===== src/sv/kvdp_pkg.sv =====
// shared types and constants of the key=value decimal parser
package kvdp_pkg;

   localparam int OFFSET_W = 16;
   localparam int VALUE_W  = 64;

   localparam logic [7:0] CHAR_NUL    = 8'd0;
   localparam logic [7:0] CHAR_TAB    = 8'd9;
   localparam logic [7:0] CHAR_CR     = 8'd13;
   localparam logic [7:0] CHAR_SPACE  = 8'd32;
   localparam logic [7:0] CHAR_PLUS   = 8'd43;
   localparam logic [7:0] CHAR_MINUS  = 8'd45;
   localparam logic [7:0] CHAR_ZERO   = 8'd48;
   localparam logic [7:0] CHAR_NINE   = 8'd57;
   localparam logic [7:0] CHAR_EQUALS = 8'd61;

   localparam logic [1:0] STATUS_OK    = 2'd0;
   localparam logic [1:0] STATUS_EMPTY = 2'd1;
   localparam logic [1:0] STATUS_JUNK  = 2'd2;
   localparam logic [1:0] STATUS_RANGE = 2'd3;

   typedef struct packed {
      logic [1:0]                code;
      logic [OFFSET_W-1:0]       offset;
      logic signed [VALUE_W-1:0] value;
   } status_type;

endpackage


===== src/sv/kvdp_ifs.sv =====
// request and response channel interfaces of the key=value decimal parser
interface kvdp_req_if;
   logic       valid;
   logic       ready;
   logic [7:0] char_code;
   logic       line_end;

   modport source (output valid, output char_code, output line_end, input ready);
   modport sink (input valid, input char_code, input line_end, output ready);
endinterface

interface kvdp_rsp_if;
   logic        valid;
   logic        ready;
   logic        is_status;
   logic [7:0]  key_char;
   logic [1:0]  status_code;
   logic [15:0] error_offset;
   logic signed [63:0] parsed_value;

   modport source (output valid, output is_status, output key_char, output status_code,
                   output error_offset, output parsed_value, input ready);
   modport sink (input valid, input is_status, input key_char, input status_code,
                 input error_offset, input parsed_value, output ready);
endinterface


===== src/sv/kvdp_scan.sv =====
// per-byte line scanner: key capture, value accumulation and final status
module kvdp_scan #(
   parameter int KEY_CAPACITY = 32,
   parameter int OFFSET_MAX   = 65535,
   parameter int LEN_W        = 6,
   parameter int ADDR_W       = 5
) (
   input  logic                   clock,
   input  logic                   reset,
   input  logic                   byte_valid,
   input  logic                   line_done,
   input  logic [7:0]             char_code,
   output logic                   wr_en,
   output logic [ADDR_W-1:0]      wr_addr,
   output logic [7:0]             wr_data,
   output kvdp_pkg::status_type   status,
   output logic [LEN_W-1:0]       key_count
);

   localparam logic [2:0] PH_KEY       = 3'd0;
   localparam logic [2:0] PH_KEY_EMPTY = 3'd1;
   localparam logic [2:0] PH_KEY_LONG  = 3'd2;
   localparam logic [2:0] PH_SPACE     = 3'd3;
   localparam logic [2:0] PH_SIGN      = 3'd4;
   localparam logic [2:0] PH_DIGITS    = 3'd5;
   localparam logic [2:0] PH_JUNK      = 3'd6;
   localparam logic [2:0] PH_NODIGIT   = 3'd7;

   localparam logic [LEN_W-1:0] KEY_FULL  = LEN_W'(KEY_CAPACITY);
   localparam logic [LEN_W-1:0] STORE_TOP = LEN_W'(KEY_CAPACITY - 1);
   localparam logic [15:0]      OFF_SAT   = 16'(OFFSET_MAX);

   logic [2:0]       phase_ff, phase_in;
   logic [LEN_W-1:0] key_length_ff, key_length_in;
   logic [15:0]      line_position_ff, line_position_in;
   logic [63:0]      magnitude_ff, magnitude_in;
   logic             overflow_ff, overflow_in;
   logic             negative_ff, negative_in;

   logic        is_space;
   logic        is_digit;
   logic        is_sign;
   logic [3:0]  digit_value;
   logic [67:0] scaled;
   logic [67:0] limit;
   logic        too_big;
   logic [15:0] value_offset;

   assign is_space = (char_code == kvdp_pkg::CHAR_SPACE) ||
                     ((char_code >= kvdp_pkg::CHAR_TAB) && (char_code <= kvdp_pkg::CHAR_CR));
   assign is_digit = (char_code >= kvdp_pkg::CHAR_ZERO) && (char_code <= kvdp_pkg::CHAR_NINE);
   assign is_sign  = (char_code == kvdp_pkg::CHAR_PLUS) || (char_code == kvdp_pkg::CHAR_MINUS);
   assign digit_value = 4'(char_code - kvdp_pkg::CHAR_ZERO);

   // magnitude*10 + digit against 2^63-1, or 2^63 once a minus sign is seen
   assign scaled  = {1'b0, magnitude_ff, 3'b000} + {3'b000, magnitude_ff, 1'b0} +
                    {64'd0, digit_value};
   assign limit   = {5'd0, {63{1'b1}}} + {67'd0, negative_ff};
   assign too_big = scaled > limit;

   assign wr_en   = byte_valid && (phase_ff == PH_KEY) &&
                    (char_code != kvdp_pkg::CHAR_EQUALS) && (key_length_ff < STORE_TOP);
   assign wr_addr = key_length_ff[ADDR_W-1:0];
   assign wr_data = char_code;

   always_comb begin
      phase_in         = phase_ff;
      key_length_in    = key_length_ff;
      line_position_in = line_position_ff;
      magnitude_in     = magnitude_ff;
      overflow_in      = overflow_ff;
      negative_in      = negative_ff;
      if (line_done) begin
         phase_in         = PH_KEY;
         key_length_in    = '0;
         line_position_in = '0;
         magnitude_in     = '0;
         overflow_in      = 1'b0;
         negative_in      = 1'b0;
      end else if (byte_valid) begin
         case (phase_ff)
            PH_KEY: begin
               if (char_code == kvdp_pkg::CHAR_EQUALS) begin
                  if (key_length_ff == '0) begin
                     phase_in = PH_KEY_EMPTY;
                  end else if (key_length_ff >= KEY_FULL) begin
                     phase_in = PH_KEY_LONG;
                  end else begin
                     phase_in = PH_SPACE;
                  end
               end else if (key_length_ff < KEY_FULL) begin
                  key_length_in = key_length_ff + LEN_W'(1);
               end
            end
            PH_SPACE: begin
               if (is_space) begin
                  phase_in = PH_SPACE;
               end else if (is_sign) begin
                  negative_in = (char_code == kvdp_pkg::CHAR_MINUS);
                  phase_in    = PH_SIGN;
               end else if (is_digit) begin
                  if (too_big) overflow_in = 1'b1;
                  else magnitude_in = scaled[63:0];
                  phase_in = PH_DIGITS;
               end else begin
                  phase_in = PH_NODIGIT;
               end
            end
            PH_SIGN: begin
               if (is_digit) begin
                  if (too_big) overflow_in = 1'b1;
                  else magnitude_in = scaled[63:0];
                  phase_in = PH_DIGITS;
               end else begin
                  phase_in = PH_NODIGIT;
               end
            end
            PH_DIGITS: begin
               if (is_digit) begin
                  if (!overflow_ff) begin
                     if (too_big) overflow_in = 1'b1;
                     else magnitude_in = scaled[63:0];
                  end
               end else begin
                  phase_in = PH_JUNK;
               end
            end
            default: begin
               phase_in = phase_ff;
            end
         endcase
         if (line_position_ff < OFF_SAT) line_position_in = line_position_ff + 16'd1;
      end
   end

   always_ff @(posedge clock) begin
      if (reset) begin
         phase_ff         <= PH_KEY;
         key_length_ff    <= '0;
         line_position_ff <= '0;
         magnitude_ff     <= '0;
         overflow_ff      <= 1'b0;
         negative_ff      <= 1'b0;
      end else begin
         phase_ff         <= phase_in;
         key_length_ff    <= key_length_in;
         line_position_ff <= line_position_in;
         magnitude_ff     <= magnitude_in;
         overflow_ff      <= overflow_in;
         negative_ff      <= negative_in;
      end
   end

   // offset of the value field, just past the '='
   always_comb begin
      value_offset = 16'(key_length_ff) + 16'd1;
      if (value_offset > OFF_SAT) value_offset = OFF_SAT;
   end

   always_comb begin
      status.code   = kvdp_pkg::STATUS_OK;
      status.offset = '0;
      status.value  = '0;
      case (phase_ff)
         PH_KEY: begin
            status.code   = kvdp_pkg::STATUS_JUNK;
            status.offset = line_position_ff;
         end
         PH_KEY_EMPTY: begin
            status.code = kvdp_pkg::STATUS_EMPTY;
         end
         PH_KEY_LONG: begin
            status.code = kvdp_pkg::STATUS_RANGE;
         end
         PH_SPACE, PH_SIGN, PH_NODIGIT: begin
            status.code   = kvdp_pkg::STATUS_EMPTY;
            status.offset = value_offset;
         end
         PH_JUNK: begin
            status.code   = kvdp_pkg::STATUS_JUNK;
            status.offset = value_offset;
         end
         PH_DIGITS: begin
            if (overflow_ff) begin
               status.code   = kvdp_pkg::STATUS_RANGE;
               status.offset = value_offset;
            end else begin
               status.value = negative_ff ? -magnitude_ff : magnitude_ff;
            end
         end
         default: begin
            status.code = kvdp_pkg::STATUS_JUNK;
         end
      endcase
   end

   assign key_count = (status.code == kvdp_pkg::STATUS_OK) ? key_length_ff : '0;

endmodule


===== src/sv/kvdp_key_store.sv =====
// key byte store: one write port, one registered read port
module kvdp_key_store #(
   parameter int DEPTH  = 31,
   parameter int ADDR_W = 5
) (
   input  logic              clock,
   input  logic              wr_en,
   input  logic [ADDR_W-1:0] wr_addr,
   input  logic [7:0]        wr_data,
   input  logic [ADDR_W-1:0] rd_addr,
   output logic [7:0]        rd_data
);

   logic [7:0] mem [DEPTH];
   logic [7:0] rd_data_ff;

   always_ff @(posedge clock) begin
      if (wr_en) mem[wr_addr] <= wr_data;
      rd_data_ff <= mem[rd_addr];
   end

   assign rd_data = rd_data_ff;

endmodule


===== src/sv/kvdp_emit.sv =====
// end-of-line sequencer: drains key bytes then the status into the response register
module kvdp_emit #(
   parameter int LEN_W  = 6,
   parameter int ADDR_W = 5
) (
   input  logic                 clock,
   input  logic                 reset,
   input  logic                 line_done,
   input  kvdp_pkg::status_type status,
   input  logic [LEN_W-1:0]     key_count,
   output logic [ADDR_W-1:0]    rd_addr,
   input  logic [7:0]           rd_data,
   output logic                 busy,
   kvdp_rsp_if.source           rsp
);

   logic                 busy_ff, busy_in;
   logic [LEN_W-1:0]     emit_index_ff, emit_index_in;
   logic [LEN_W-1:0]     count_ff, count_in;
   kvdp_pkg::status_type status_ff, status_in;

   logic               rsp_valid_ff, rsp_valid_in;
   logic               rsp_is_status_ff, rsp_is_status_in;
   logic [7:0]         rsp_key_char_ff, rsp_key_char_in;
   logic [1:0]         rsp_code_ff, rsp_code_in;
   logic [15:0]        rsp_offset_ff, rsp_offset_in;
   logic signed [63:0] rsp_value_ff, rsp_value_in;

   logic slot_free;
   logic load;
   logic more_keys;

   assign slot_free = !rsp_valid_ff || rsp.ready;
   assign load      = busy_ff && slot_free;
   assign more_keys = emit_index_ff < count_ff;

   always_comb begin
      busy_in          = busy_ff;
      emit_index_in    = emit_index_ff;
      count_in         = count_ff;
      status_in        = status_ff;
      rsp_is_status_in = rsp_is_status_ff;
      rsp_key_char_in  = rsp_key_char_ff;
      rsp_code_in      = rsp_code_ff;
      rsp_offset_in    = rsp_offset_ff;
      rsp_value_in     = rsp_value_ff;
      if (line_done) begin
         busy_in       = 1'b1;
         emit_index_in = '0;
         count_in      = key_count;
         status_in     = status;
      end else if (load) begin
         if (more_keys) begin
            rsp_is_status_in = 1'b0;
            rsp_key_char_in  = rd_data;
            rsp_code_in      = kvdp_pkg::STATUS_OK;
            rsp_offset_in    = '0;
            rsp_value_in     = '0;
            emit_index_in    = emit_index_ff + LEN_W'(1);
         end else begin
            rsp_is_status_in = 1'b1;
            rsp_key_char_in  = '0;
            rsp_code_in      = status_ff.code;
            rsp_offset_in    = status_ff.offset;
            rsp_value_in     = status_ff.value;
            emit_index_in    = '0;
            busy_in          = 1'b0;
         end
      end
      if (load) rsp_valid_in = 1'b1;
      else if (rsp.ready) rsp_valid_in = 1'b0;
      else rsp_valid_in = rsp_valid_ff;
   end

   always_ff @(posedge clock) begin
      if (reset) begin
         busy_ff       <= 1'b0;
         emit_index_ff <= '0;
         count_ff      <= '0;
         rsp_valid_ff  <= 1'b0;
      end else begin
         busy_ff       <= busy_in;
         emit_index_ff <= emit_index_in;
         count_ff      <= count_in;
         rsp_valid_ff  <= rsp_valid_in;
      end
   end

   always_ff @(posedge clock) begin
      status_ff        <= status_in;
      rsp_is_status_ff <= rsp_is_status_in;
      rsp_key_char_ff  <= rsp_key_char_in;
      rsp_code_ff      <= rsp_code_in;
      rsp_offset_ff    <= rsp_offset_in;
      rsp_value_ff     <= rsp_value_in;
   end

   // read one entry ahead so the store output lines up with emit_index_ff
   assign rd_addr = emit_index_in[ADDR_W-1:0];
   assign busy    = busy_ff;

   assign rsp.valid        = rsp_valid_ff;
   assign rsp.is_status    = rsp_is_status_ff;
   assign rsp.key_char     = rsp_key_char_ff;
   assign rsp.status_code  = rsp_code_ff;
   assign rsp.error_offset = rsp_offset_ff;
   assign rsp.parsed_value = rsp_value_ff;

endmodule


===== src/sv/key_value_decimal_parser.sv =====
// top level of the key=value decimal parser
//
//   channel  direction  carries
//   req_ch   in         char_code, line_end (one line byte or end of line)
//   rsp_ch   out        is_status, key_char, status_code, error_offset, parsed_value
//
// one line byte per cycle while no end-of-line drain is blocking req_ch
// an end-of-line request blocks req_ch, and rsp stalls extend the block, while the
// key bytes leave the key store through its registered read port and the status follows
// first response is registered once busy is set and the response register is free
// rsp stalls hold the response register; line bytes keep flowing while it is full and no line drains
// synchronous reset clears the scanner and the drain sequencer, no clearing pass
module key_value_decimal_parser #(
   parameter int KEY_CAPACITY = 32,
   parameter int OFFSET_MAX   = 65535
) (
   input  logic       clock,
   input  logic       reset,
   kvdp_req_if.sink   req_ch,
   kvdp_rsp_if.source rsp_ch
);

   localparam int LEN_W       = $clog2(KEY_CAPACITY + 1);
   localparam int STORE_DEPTH = KEY_CAPACITY - 1;
   localparam int ADDR_W      = (STORE_DEPTH > 1) ? $clog2(STORE_DEPTH) : 1;

   logic                 req_fire;
   logic                 is_end;
   logic                 line_done;
   logic                 byte_valid;
   logic                 busy;
   logic                 wr_en;
   logic [ADDR_W-1:0]    wr_addr;
   logic [7:0]           wr_data;
   logic [ADDR_W-1:0]    rd_addr;
   logic [7:0]           rd_data;
   kvdp_pkg::status_type status;
   logic [LEN_W-1:0]     key_count;

   assign req_ch.ready = !busy;
   assign req_fire     = req_ch.valid && req_ch.ready;
   // a nul byte ends the line like the marker does
   assign is_end       = req_ch.line_end || (req_ch.char_code == kvdp_pkg::CHAR_NUL);
   assign line_done    = req_fire && is_end;
   assign byte_valid   = req_fire && !is_end;

   kvdp_scan #(
      .KEY_CAPACITY (KEY_CAPACITY),
      .OFFSET_MAX   (OFFSET_MAX),
      .LEN_W        (LEN_W),
      .ADDR_W       (ADDR_W)
   ) u_scan (
      .clock      (clock),
      .reset      (reset),
      .byte_valid (byte_valid),
      .line_done  (line_done),
      .char_code  (req_ch.char_code),
      .wr_en      (wr_en),
      .wr_addr    (wr_addr),
      .wr_data    (wr_data),
      .status     (status),
      .key_count  (key_count)
   );

   kvdp_key_store #(
      .DEPTH  (STORE_DEPTH),
      .ADDR_W (ADDR_W)
   ) u_key_store (
      .clock   (clock),
      .wr_en   (wr_en),
      .wr_addr (wr_addr),
      .wr_data (wr_data),
      .rd_addr (rd_addr),
      .rd_data (rd_data)
   );

   kvdp_emit #(
      .LEN_W  (LEN_W),
      .ADDR_W (ADDR_W)
   ) u_emit (
      .clock     (clock),
      .reset     (reset),
      .line_done (line_done),
      .status    (status),
      .key_count (key_count),
      .rd_addr   (rd_addr),
      .rd_data   (rd_data),
      .busy      (busy),
      .rsp       (rsp_ch)
   );

endmodule


===== src/flat_wrapper.sv =====
// flat-port wrapper written by rule: the top's interface ports become plain ports
module key_value_decimal_parser_flat 
#(
   parameter int KEY_CAPACITY = 32,
   parameter int OFFSET_MAX   = 65535
)
  (clock, reset, req_ch_valid, req_ch_char_code, req_ch_line_end, req_ch_ready, rsp_ch_valid, rsp_ch_is_status, rsp_ch_key_char, rsp_ch_status_code, rsp_ch_error_offset, rsp_ch_parsed_value, rsp_ch_ready);
  kvdp_req_if req_ch_i ();
  kvdp_rsp_if rsp_ch_i ();
  input  logic clock;
  input  logic reset;
  input wire logic [$bits(req_ch_i.valid)-1:0] req_ch_valid;
  input wire logic [$bits(req_ch_i.char_code)-1:0] req_ch_char_code;
  input wire logic [$bits(req_ch_i.line_end)-1:0] req_ch_line_end;
  output wire logic [$bits(req_ch_i.ready)-1:0] req_ch_ready;
  output wire logic [$bits(rsp_ch_i.valid)-1:0] rsp_ch_valid;
  output wire logic [$bits(rsp_ch_i.is_status)-1:0] rsp_ch_is_status;
  output wire logic [$bits(rsp_ch_i.key_char)-1:0] rsp_ch_key_char;
  output wire logic [$bits(rsp_ch_i.status_code)-1:0] rsp_ch_status_code;
  output wire logic [$bits(rsp_ch_i.error_offset)-1:0] rsp_ch_error_offset;
  output wire logic [$bits(rsp_ch_i.parsed_value)-1:0] rsp_ch_parsed_value;
  input wire logic [$bits(rsp_ch_i.ready)-1:0] rsp_ch_ready;
  assign req_ch_i.valid = req_ch_valid;
  assign req_ch_i.char_code = req_ch_char_code;
  assign req_ch_i.line_end = req_ch_line_end;
  assign req_ch_ready = req_ch_i.ready;
  assign rsp_ch_valid = rsp_ch_i.valid;
  assign rsp_ch_is_status = rsp_ch_i.is_status;
  assign rsp_ch_key_char = rsp_ch_i.key_char;
  assign rsp_ch_status_code = rsp_ch_i.status_code;
  assign rsp_ch_error_offset = rsp_ch_i.error_offset;
  assign rsp_ch_parsed_value = rsp_ch_i.parsed_value;
  assign rsp_ch_i.ready = rsp_ch_ready;
  key_value_decimal_parser #(.KEY_CAPACITY(KEY_CAPACITY), .OFFSET_MAX(OFFSET_MAX)) u_core (.clock(clock), .reset(reset), .req_ch(req_ch_i), .rsp_ch(rsp_ch_i));
endmodule

===== config.mk =====
export PLATFORM = sky130hd
export DESIGN_NAME = key_value_decimal_parser_flat
export DESIGN_NICKNAME = d
export VERILOG_FILES = /design/src/sv/kvdp_pkg.sv /design/src/sv/kvdp_ifs.sv /design/src/sv/kvdp_scan.sv /design/src/sv/kvdp_key_store.sv /design/src/sv/kvdp_emit.sv /design/src/sv/key_value_decimal_parser.sv /design/src/flat_wrapper.sv
export SDC_FILE = /design/constraint.sdc
export NUM_CORES = 1
export LEC_CHECK = 0
export BUFFER_PORTS_ARGS = -buffer_cell sky130_fd_sc_hd__buf_2
export CAP_MARGIN = 20
export CORE_MARGIN = 5
export CORE_UTILIZATION = 30
export CTS_CLUSTER_SIZE = 30
export DETAILED_ROUTE_END_ITERATION = 7
export PLACE_DENSITY = 0.5
export SYNTH_ARGS = -nofsm -noshare
export SYNTH_HDL_FRONTEND = slang
export SYNTH_SLANG_ARGS = --single-unit

===== constraint.sdc =====
create_clock -name clock -period 8.5 [get_ports clock]
set_clock_uncertainty 0.1 [all_clocks]
set_input_delay 0.85 -clock clock [delete_from_list [all_inputs] [get_ports clock]]
set_output_delay 0.85 -clock clock [all_outputs]
set_load 0.01 [all_outputs]

==> metrics.md <==
| Metric | Value |
|---|---|
| Status | finished, final reports clean |
| DP HPWL | 53140 um |
| Fill cell count | 9727 |
| Crit path from | u_core.u_scan.magnitude_ff[2] |
| Max-cap viol count | 0 |
| Finished Cell Area | 32680 sq um |
| EDFF count, synth | 421 |
| CP Max Fanout | 20 |
| Buffer type at the clock tree root | clkbuf_16 |
| Cell with the most instances after synthesis | edfxtp_1 |
| Critical path type | flop to flop |
| WL met3 | 3827 um |
| CTS Sinks | 534 |
| Area delta synth->final | 13.64% |
| Synth Area per Inst | 10.31 sq um |
| NetSw | 1.242 mW |
| Comb power frac | 0.027 |
| Post-CTS Setup Bufs | 0 |
| Clock-pin slew on the worst setup and hold paths | 60 ps |
| Layout cell share with drive strength beyond 1 | 0.09773 |
| H-tree depth | 3 |
| Switching part of the total | 0.2185 |
| Total Power | 5.683 mW |
| Worst path slowest cell | a2111oi_0 |
| Delay-heaviest family, CP | compound AO/OA/AOI/OAI gates |
| Nets | 3075 |
| IO Pins | 106 |
| Tightest Pin Transition | 1185 ps |
| # hold bufs at CTS | 0 |
| Detail Route met2 WL | 36860 um |
| Crit share post-route | 0.8362 |
| Syn Nets | 3006 |
| Synth Instances | 2788 |
| Vias per Instance | 4.980 |
| Die area | 102200 sq um |
| Fin Setup TNS | 0 ps |
| Core Rows | 113 |
| Post-Synth Adder-Cell Area | 0.08971 |
| First-pass GRT wire length | 122100 um |
| Pwr dens | 173.9 nW/um^2 |
| RSZ-0062 raised after global routing | false |
| Synth Cell Area | 28760 sq um |
| Fin. max-slew vios | 0 |
| Int Pwr | 4.441 mW |
| Routed Antenna Nets | 0 |
| Arrival time worst endpoint | 7540 ps |
| Grt ovf | 0 |
| Simple-Gate Fraction of Synth Area | 0.1810 |
| Initial Util | 0.3027 |
| CTS tree | done |
| Largest net degree at the start of global routing | 101 |
| Clock power share | 0.467 |
| Die height | 319.6 um |
| Hold path startpoint | u_core.u_emit.count_ff[3] |
| All-Layer GR Usage | 0.1495 |
| # resized after CTS | 0 |
| VDD IR-drop max | 121.3 uV |
| Synth Area in Compound Gates | 0.1240 |
| Min Hold Slack | 353.9 ps |
| Detailed-route wire length | 78420 um |
| Final setup viols | 0 |
| Synth warn | 0 |
| Synth unique cells | 79 |
| Via Count | 20.78k |
| Slowest stage delay, CP | 1090 ps |
| Dominant synthesized flop cell | edfxtp_1 |
| Place WS | 999.8 ps |
| Fmax | 0.1407 GHz |
| Critical path endpoint category | flop |
| Starting DRT DRC Count | 1434 |
| Crit path time final | 7108 ps |
| Worst setup margin | 1392 ps |
| Top cells by area, synth | edfxtp_1, ha_1, dfxtp_1, nand2_1, nor2_1 |
| Post-synth top cells | edfxtp_1, nand2_1, nor2_1 |
| RR Startpoint | u_core.u_scan.magnitude_ff[2] |
| Post-synth top area share | 0.4396 |
| Sequential group share of total power | 0.506 |
| XOR/XNOR share of the synthesized area | 0.04142 |
| Die Wd | 319.6 um |
| Post-synthesis sequential area ratio | 0.5183 |
| Clock latency on the worst-skew pair | 610 ps |
| CTS max path bufs | 3 |
| Largest family of logic cells by synthesized area | simple AND/OR/NAND/NOR gates |
| Worst hold stages | 2 |
| PortBufs | 105 |
| M1 WL | 35800 um |
| Wirelength per Cell | 18.80 um |
| Worst R2R Path Depth | 22 |
| Leakage | 12.15 nW |
| Multiplexer share of the synthesized area | 0.02088 |
| CORE AREA | 95010 sq um |
| Worst slew margin | 0.1893 |
| Post-Place Cell Area | 30670 sq um |
| Ys async rst share | 0 |
| Crit path cell chain | fa_1 > ha_1 > a211oi_1 > o211ai_1 > nand2_1 > o21ai_0 > o31ai_1 > a2111oi_0 > or2_2 > a21boi_0 > xnor2_1 > ha_1 > a21oi_1 > o21ai_0 > o22ai_1 > o32a_1 > o211ai_1 > a311oi_2 > buf_4 > and2_4 > buf_4 > mux2i_1 |
| CP startpoint kind | flop |
| Vias in the first global route | 20.34k |
| DR top layer | met4 |
| Sequential cell area | 14910 sq um |
| Area taken by multi-input logic gates | 13190 sq um |
| Final hold violation count | 0 |
| DR DRC count | 0 |
| CTS buffer count | 66 |
| #FFs+latches synth | 534 |
| Area leader, netlist | edfxtp_1 |
| Hold Path Class | flop to flop |
| Stages on the worst setup path | 22 |
| Drt pass-1 iters | 5 |
| Crit path required time | 8930 ps |
| Routability Congestion | 0.8952 |
| CP Buf/Inv Count | 2 |
| Antenna violations before repair | 2 |
-- worst min-delay path, cell delays in order, from the launching register on --
cell	delay (ps)
dfxtp_1	310
nand2_1	50
a21oi_1	50
-- state kept, by name, summed over array words and instances, names as in the netlist, 8 cells and up --
name	count
u_core.u_emit.rsp.error_offset	16
u_core.u_emit.rsp.key_char	8
u_core.u_emit.rsp.parsed_value	64
u_core.u_emit.status_ff	82
u_core.u_key_store.mem	248
u_core.u_key_store.rd_data	8
u_core.u_scan.line_position_ff	16
u_core.u_scan.magnitude_ff	64
-- placed cells by master, fill, tap and decap left out, types with 8 or more instances in the layout --
cell | synthesis | layout
edfxtp_1 | 421 | 421
nand2_1 | 365 | 365
nor2_1 | 336 | 335
ha_1 | 203 | 203
a21oi_1 | 149 | 148
o21ai_0 | 122 | 122
dfxtp_1 | 113 | 112
and2_1 | 110 | 109
buf_2 | 7 | 107
nand3_1 | 101 | 101
xor2_1 | 89 | 89
o211ai_1 | 73 | 73
clkbuf_16 | 0 | 67
mux2i_1 | 60 | 60
xnor2_1 | 47 | 47
a21o_1 | 45 | 45
nor3_1 | 41 | 41
nand4_1 | 40 | 40
inv_1 | 41 | 39
buf_4 | 0 | 33
o31ai_1 | 24 | 23
clkbuf_1 | 120 | 19
o21a_1 | 17 | 17
nand2b_1 | 17 | 17
a31oi_1 | 16 | 16
and3_1 | 16 | 16
or3_1 | 13 | 13
nor2b_1 | 13 | 13
clkinv_1 | 1 | 13
and4_1 | 11 | 11
a211oi_1 | 10 | 10
nor4_1 | 11 | 10
or2_2 | 9 | 9
o21bai_1 | 9 | 9
a31o_2 | 9 | 8
o41ai_1 | 8 | 8
-- power groups by stage --
stage / clock (mW) / sequential, mW / combinational (mW)
3_5_place_dp: 0 / 2.93 / 0.159
3_3_place_gp: 0 / 2.93 / 0.160
4_1_cts: 2.73 / 2.87 / 0.160
5_1_grt: 2.85 / 2.88 / 0.169
6_report: 2.65 / 2.87 / 0.155
2_1_floorplan: 0 / 2.94 / 0.0605
-- cells by family (layout without fill, tap and decap cells) --
family	after synthesis	count (layout)
AOI/OAI and AO/OA	551	551
xor gates and xnor gates	136	136
adders and majority gates	205	205
buffers and inverters	185	303
DFF	534	534
muxes	60	60
other	0	1
and+or+nand+nor	1117	1117
-- routing by layer --
layer,up-vias,GRT usage
li1,10270,-
met1,9952,0.2025
met2,440,0.2474
met3,117,0.02561
met4,0,0.04293
met5,-,0
-- per-stage QoR --
step             util  cells
2_1_floorplan       -   2788
3_3_place_gp   0.3226   4050
3_5_place_dp   0.3228   4052
4_1_cts        0.3438   4169
5_1_grt        0.3439   4171
6_report       0.3440   4172
-- path summary, 6_finish.rpt --
check,endpoint,slack [ps]
min,u_core.u_emit.count_ff[3],350
min reg2reg,u_core.u_emit.count_ff[3],350
max reg2reg,u_core.u_scan.magnitude_ff[18],1390
max,u_core.u_scan.magnitude_ff[18],1390
-- layout make-up --
| type | count | share of cell area |
|---|---|---|
| Tap cell | 1265 | 0.04843 |
| Multi-Input combinational cell | 2069 | 0.4036 |
| Clock buffer | 89 | 0.05475 |
| Sequential cell | 534 | 0.4562 |
| Clock inverter | 28 | 0.006509 |
| Timing Repair Buffer | 143 | 0.02535 |
| Inverter | 43 | 0.005092 |
| Antenna cell | 1 | 0.00007657 |
Power figures use the tool's default switching activity.
